--- src/taq_pkg.sv ---
// ----------------------------------------------------------------------------
// taq_pkg
// node id widths, table constants and control structs of the ancestor query
// ----------------------------------------------------------------------------
`default_nettype none

package taq_pkg;

    localparam int ID_W        = 18;
    localparam int TABLE_DEPTH = 2 ** ID_W;

    typedef logic [ID_W-1:0] node_id_t;

    localparam node_id_t ROOT_ID = node_id_t'(1);

    // query start from the top level to the walker
    typedef struct packed {
        logic     start;
        node_id_t node_a;
        node_id_t node_b;
    } walk_req_t;

    // walker status back to the top level
    typedef struct packed {
        logic busy;
        logic done;
        logic related;
    } walk_stat_t;

endpackage

`default_nettype wire

--- src/taq_walker.sv ---
// ----------------------------------------------------------------------------
// taq_walker
// sequencer that climbs parent links with one compare unit and one ram read
// ----------------------------------------------------------------------------
`default_nettype none

module taq_walker #(
    parameter int NODES = 262144
) (
    input  wire logic              clk,
    input  wire logic              rst_n,
    input  wire taq_pkg::walk_req_t req,
    input  wire logic              res_take,
    input  wire taq_pkg::node_id_t rd_data,
    output logic                   rd_en,
    output taq_pkg::node_id_t      rd_addr,
    output taq_pkg::walk_stat_t    stat
);

    import taq_pkg::*;

    localparam int CNT_W = $clog2(NODES + 1);
    localparam logic [CNT_W-1:0] STEP_LIMIT = CNT_W'(NODES);

    typedef enum logic [1:0] {
        W_IDLE,
        W_CHECK,
        W_LOAD,
        W_DONE
    } walk_state_t;

    walk_state_t      state_reg;
    node_id_t         here_reg;
    node_id_t         target_reg;
    node_id_t         other_reg;
    node_id_t         first_reg;
    logic             phase_reg;
    logic [CNT_W-1:0] reads_reg;
    logic             related_reg;

    logic hit;
    logic stop;

    // shared compare unit on the current node
    always_comb
    begin
        hit  = (here_reg == target_reg);
        stop = (here_reg == ROOT_ID) || (reads_reg == STEP_LIMIT);
    end

    assign rd_en   = (state_reg == W_CHECK) && !hit && !stop;
    assign rd_addr = here_reg;

    // sequencer state and registered status
    always_ff @(posedge clk or negedge rst_n)
    begin
        if (!rst_n)
        begin
            state_reg   <= W_IDLE;
            here_reg    <= '0;
            target_reg  <= '0;
            other_reg   <= '0;
            first_reg   <= '0;
            phase_reg   <= 1'b0;
            reads_reg   <= '0;
            related_reg <= 1'b0;
        end
        else
        begin
            unique case (state_reg)
                W_IDLE:
                begin
                    if (req.start)
                    begin
                        here_reg   <= req.node_a;
                        target_reg <= req.node_b;
                        other_reg  <= req.node_b;
                        first_reg  <= req.node_a;
                        phase_reg  <= 1'b0;
                        reads_reg  <= '0;
                        state_reg  <= W_CHECK;
                    end
                end
                W_CHECK:
                begin
                    priority if (hit)
                    begin
                        related_reg <= 1'b1;
                        state_reg   <= W_DONE;
                    end
                    else if (stop)
                    begin
                        // first walk failed: climb from the other node
                        if (!phase_reg)
                        begin
                            here_reg   <= other_reg;
                            target_reg <= first_reg;
                            phase_reg  <= 1'b1;
                            reads_reg  <= '0;
                        end
                        else
                        begin
                            related_reg <= 1'b0;
                            state_reg   <= W_DONE;
                        end
                    end
                    else
                    begin
                        state_reg <= W_LOAD;
                    end
                end
                W_LOAD:
                begin
                    here_reg  <= rd_data;
                    reads_reg <= reads_reg + CNT_W'(1);
                    state_reg <= W_CHECK;
                end
                W_DONE:
                begin
                    if (res_take)
                    begin
                        state_reg <= W_IDLE;
                    end
                end
                default:
                begin
                    state_reg <= W_IDLE;
                end
            endcase
        end
    end

    always_comb
    begin
        stat.busy    = (state_reg != W_IDLE);
        stat.done    = (state_reg == W_DONE);
        stat.related = related_reg;
    end

endmodule

`default_nettype wire

--- config.mk ---
export PLATFORM = sky130hd
export DESIGN_NAME = taq_walker
export DESIGN_NICKNAME = d
export VERILOG_FILES = /design/src/taq_pkg.sv /design/src/taq_walker.sv
export SDC_FILE = /design/constraint.sdc
export NUM_CORES = 1
export LEC_CHECK = 0
export ABC_CLOCK_PERIOD_IN_PS = 3040
export BUFFER_PORTS_ARGS = -buffer_cell sky130_fd_sc_hd__buf_2
export CORE_MARGIN = 2
export CORE_UTILIZATION = 57
export DETAILED_ROUTE_END_ITERATION = 16
export GPL_ROUTABILITY_DRIVEN = 0
export PLACE_DENSITY = 0.88
export SLEW_MARGIN = 10
export SYNTH_ARGS = -nofsm -noshare
export SYNTH_HDL_FRONTEND = slang
export SYNTH_SLANG_ARGS = --single-unit
--- constraint.sdc ---
create_clock -name clk -period 3.04 [get_ports clk]
set_input_delay 0.152 -clock clk [delete_from_list [all_inputs] [get_ports clk]]
set_output_delay 0.152 -clock clk [all_outputs]
set_load 0.01 [all_outputs]
Yosys cells after proc, flatten, opt, wreduce, memory -nomap -nowiden
Index checks and enable logic that the tools add are counted.
- $add $sub $neg: 1
- equality and inequality tests: 12
- muxes and demuxes: 28
- reductions and logical operators: 17
- operators with widths (operator ; number):
    $mux 18 ; 8
    $mux 19 ; 4
    $pmux 19 s3 ; 1
    $pmux 18 s3 ; 1
    $pmux 18 s2 ; 1
    $add 19x1->19 const B ; 1
    $eq 19x19->1 const B ; 1
    $eq 18x1->1 const B ; 1
    $eq 18x18->1 ; 1
    $mux 2 ; 5
    $ne 2x2->1 const B ; 5
    $reduce_and 5->1 ; 2
    $pmux 2 s4 ; 1
    $reduce_bool 2->1 ; 4
    $mux 1 ; 6
    $reduce_and 3->1 ; 2
    $eq 2x2->1 const B ; 2
    $ne 4x4->1 const B ; 1
    $reduce_and 4->1 ; 1
    $reduce_bool 3->1 ; 1
    $eq 2x1->1 const B ; 1
    $logic_and 1x1->1 ; 2
    $logic_not 1->1 ; 2
    $logic_not 2->1 ; 1
    other kinds (3) ; 3
- bits in registers: 95
- bits of input ports: 58
- output and inout bits: 22
- logic and storage cells: 66

Depth between registers and ports, before layout
- depth in word-level cells: 5
- gate-level depth with buffers: 10
- mapped depth without buffers: 8

Worst setup path after synthesis
OpenSTA, ideal clock, no wires.
- kind: reg2reg
- start: register reads_reg[0]
- end: register here_reg[0] (netlist: rd_addr[0])
- library setup time: 125 ps
- data arrival time: 2152 ps
- data required time: 2915 ps
- path slack: 763 ps
- cell stages (with the launch flop): 11
- buffers on the path: 2
- clock period less this slack: 2277 ps
- path through: dfrtp_1 -> inv_1 -> ha_1 -> nor4b_1 -> nand4b_1 -> o32ai_2 -> o211ai_1 -> and2_1 -> buf_6 -> buf_6 -> mux2_4
- longest elaborated chain between the ends: 4
- ends and longest elaborated chain (element ; RTL line ; text):
    start, declared ; taq_walker.sv:38 ; logic [CNT_W-1:0] reads_reg;
    start signal, assigned ; taq_walker.sv:115 ; reads_reg <= reads_reg + CNT_W'(1);
    $eq 19x19->1 ; taq_walker.sv:48 ; stop = (here_reg == ROOT_ID) || (reads_reg == STEP_LIMIT);
    $logic_or 1x1->1 ; taq_walker.sv:48 ;
    $ne 2x2->1 (no source line) ; - ;
    $reduce_and 5->1 (no source line) ; - ;
    end signal, assigned ; taq_walker.sv:75 ; here_reg <= req.node_a;
    end signal, assigned ; taq_walker.sv:96 ; here_reg <= other_reg;
    end signal, assigned ; taq_walker.sv:114 ; here_reg <= rd_data;
    end, declared ; taq_walker.sv:33 ; node_id_t here_reg;
No other way between the ends.
A chain may end at the register's enable or synchronous reset.

Worst setup path after layout
- start: register reads_reg[0]
- end: register reads_reg[13]
- longest elaborated chain between the ends: 4
- elaborated cells on any way between the ends: 6
- classes of those cells: add/sub: 1; eq/ne: 2; mux: 1; reduce/logical: 2
- ends and longest elaborated chain (element):
    parallel branches: the longest is 4 deep, another holds $add 19x1->19
Parallel ways; which one is timed is not known.

==> metrics.md <==
| Metric | Value |
|---|---|
| Cell area after synthesis | `4980 um2` |
| Worst reg-to-reg setup slack | `0.47 ns` |
| Pint | `3.51 mW` |
| Rel. slew slack | `58.0%` |
| Via count | `around 4100` |
| Fill cells | `about 670` |
| Placed cells | `about 630` |
| Worst-Margin Slew | `~0.63 ns` |
| Setup Crit Path Kind | `flip-flop to flip-flop` |
| H-tree Lvls | `3` |
| Synth Instances | `453` |
| Psw | `approximately 2.4 mW` |
| Library cells used by synthesis | `between 40 and 50` |
| Design area | `around 5700 um2` |
| Syn_area_per_cell | `around 11 um2` |
| Longest Clk Path Bufs | `2` |
| Clock skew | `0.0168 ns` |
| Number of global-route vias before repair | `between 4000 and 5000` |
| Gr ovfl total | `0` |
| Max reg flops | `19` |
| Number of diodes | `0` |
| CP Launch Type | `flip-flop` |
| Unrepaired setup endpoints after global routing | `false` |
| Clk pwr share | `13.3%` |
| Dpl ws | `between 0.5 and 0.6 ns` |
| Sequential share of power | `a little under two fifths` |
| Yosys reg bits | `between 90 and 100` |
| Pwr dens | `~1000 nW/um2` |
| Max frequency | `0.389 GHz` |
| EDFF count, synth | `0` |
| Worst-path clk slew | `0.10 ns` |
| Worst path arrival time | `2.88 ns` |
| Routed Antenna Nets | `0` |
| Nets | `roughly 590` |
| Hold Crit Class | `input pin to flip-flop` |
| Global-route wire length before repair | `20.0 mm` |
| Max-cap violations | `0` |
| Sequential share of the synthesized area | `47.7%` |
| YS warnings | `0` |
| Fin cells | `around 640` |
| Maximum VDD drop | `between 500 and 600 uV` |
| Fin crit share | `between 80% and 90%` |
| Core area | `between 8000 and 9000 um2` |
| Share of synthesized registers carrying an async set or reset | `100%` |
| Total power | `slightly below 6 mW` |
| Final core area utilization | `roughly two thirds` |
| Post-Syn Nets | `518` |
| Worst skew pair latency | `0.37 ns` |
| DR pass1 iterations | `5` |
| Slew Viols, Final | `0` |
| Largest net degree at the start of global routing | `48` |
| Die extent in y | `approximately 100 um` |
| Setup violators final | `0` |
| Synth-to-Final Area Change | `13.9%` |
| DP Area | `between 5000 and 6000 um2` |
| Gr usage total | `a little over a quarter` |
| Initial core utilization | `about three fifths` |
| Comb pwr share | `around half` |
| Setup TNS | `0 ns` |
| Static leakage | `roughly 2.4 nW` |
| Final WS setup | `0.468 ns` |
| Outcome | `finished clean` |
| Sink Count | `95` |
| Share of cells above drive strength 1 | `35.0%` |
| Routed WL | `12.0 mm` |
| Post-DR wirelength/cell | `18.7 um` |
| Die width | `97.5 um` |
| Root buf cell | `clkbuf_8` |
| CTS tree | `done` |
| Vias per cell | `between 6 and 7` |
| Num rows | `34` |
| Final Critical Period | `roughly 2.6 ns` |
| Drc violations | `0` |
| Top FF cell, synth | `dfrtp_1` |
| Hold_sp | `req[6]` |
| Min Hold Slack | `~0.017 ns` |
| Final hold violation count | `0` |
| I/O pins | `80` |
| Crit. End Element | `flip-flop` |
| Die ar. | `9510 um2` |
| Drt initial violations | `about 310` |
| Hpwl dp | `between 8 and 9 mm` |
| Num CTS Buffers | `9` |
| FF-to-FF Start | `reads_reg[0]$_DFFE_PN0P_` |
| CP startpoint | `reads_reg[0]$_DFFE_PN0P_` |
| Initial antenna violation count | `0` |
| Worst-path maximum fanout | `19` |
| # Post-CTS Setup Buffers | `0` |
| Sw Ratio | `between 40% and 50%` |
| CP required | `~3.4 ns` |
| Port bufs | `79` |
## cell usage in the layout (no fill, tap or decap), types with 3 or more instances in the layout
master	netlist	routed
o221a_2	18	18
nor2_1	24	24
nand3b_1	15	15
dfrtp_1	95	95
mux2_2	43	43
a21oi_1	22	22
or3_1	21	21
nand4_1	4	4
and3_1	6	6
o211ai_1	16	16
inv_1	8	8
a211o_1	3	3
a22oi_1	18	18
ha_1	7	7
or3b_2	3	3
clkbuf_8	0	9
buf_4	1	17
clkinvlp_4	0	3
nor4_1	11	11
o21ai_0	5	5
mux2_4	11	11
buf_2	2	78
nand2_1	14	14
nand3_1	37	37
xor2_1	16	16
## power by group through the flow
stage / Combinational (mW) / Clock (mW) / Sequential [mW]
2_1_floorplan: 2.17 / 0 / 2.14
3_3_place_gp: 2.84 / 0 / 2.16
3_5_place_dp: 2.93 / 0 / 2.19
4_1_cts: 2.94 / 0.798 / 2.17
5_1_grt: 3.21 / 0.853 / 2.24
6_report: 2.95 / 0.788 / 2.19
## metal layers
metal  global-route usage [%]  up-vias  part of all wire (%)
met4                     12.3        0                   2.0
met3                     3.74       19                   6.4
met1                     35.8     2034                    43
li1                         -     1843                     -
met2                     41.2      181                    49
met5                        0        -                     0
## worst paths after layout
kind,to,cells past startpoint
setup / recovery,reads_reg[13]$_DFFE_PN0P_,9
hold / removal,other_reg[6]$_DFFE_PN0P_,2
setup reg to reg,reads_reg[13]$_DFFE_PN0P_,9
hold reg to reg,related_reg$_DFFE_PN0P_,1
max in group asynchronous,reads_reg[1]$_DFFE_PN0P_,3
min in group asynchronous,reads_reg[16]$_DFFE_PN0P_,2
## what timing repair did
| action | CTS | global route |
|---|---|---|
| gates resized for setup | 0 | 0 |
| hold buffers | 1 | 0 |
| endpoints found under the setup margin | 0 | 0 |
| hold endpoints to repair | 45 | 0 |
## critical path: stages, from the launching register on
cell and delay (ns):
dfrtp_1 0.43, inv_1 0.10, ha_1 0.17, nor4b_1 0.25
nand4b_1 0.16, o32ai_2 0.40, o211ai_1 0.17, buf_4 0.24
a2111oi_0 0.44, a211o_1 0.15
## cell type report
cell class                 instances  area (um2)  area share [%]
clock buffer                      10         128            2.25
timing repair buffer              96         528            9.30
inverter                           8        30.0           0.529
sequential                        95        2380            41.9
clock inverter                     6        53.8           0.948
tap                              108         135            2.38
multi-input combinational        319        2420            42.7
## Yosys cell counts, drive strengths merged (2+ instances only)
library cell  instances  area, um2
dfrtp                95       2380
mux2                 54        649
nand3                37        185
nor2                 25       96.4
clkbuf               23       86.3
a21oi                22        110
or3                  21        131
a22oi                18        135
o221a                18        203
o211ai               16        120
xor2                 16        140
nand3b               15        113
nand2                14       52.6
nor4                 11       68.8
buf                   8       66.3
inv                   8       30.0
ha                    7       87.6
and3                  6       37.5
o21ai                 5       25.0
nand4                 4       25.0
a211o                 3       26.3
or3b                  3       26.3
a2111oi               2       17.5
and2                  2       12.5
and4                  2       17.5
nand4b                2       17.5
nor3                  2       10.0
nor4b                 2       17.5
xnor2                 2       17.5
## logic make-up after synthesis
| group | count (synthesis) | share of synthesized area [%] |
|---|---|---|
| XOR/XNOR | 18 | 3.16 |
| adder cells (fa/ha/maj) | 7 | 1.76 |
| buffers and inverters | 39 | 3.66 |
| AND/OR/NAND/NOR | 149 | 16.7 |
| flip-flops | 95 | 47.7 |
| multiplexers | 54 | 13.0 |
| AO/OA/AOI/OAI | 91 | 14.0 |
No activity file was read; power rests on OpenSTA's default activity.
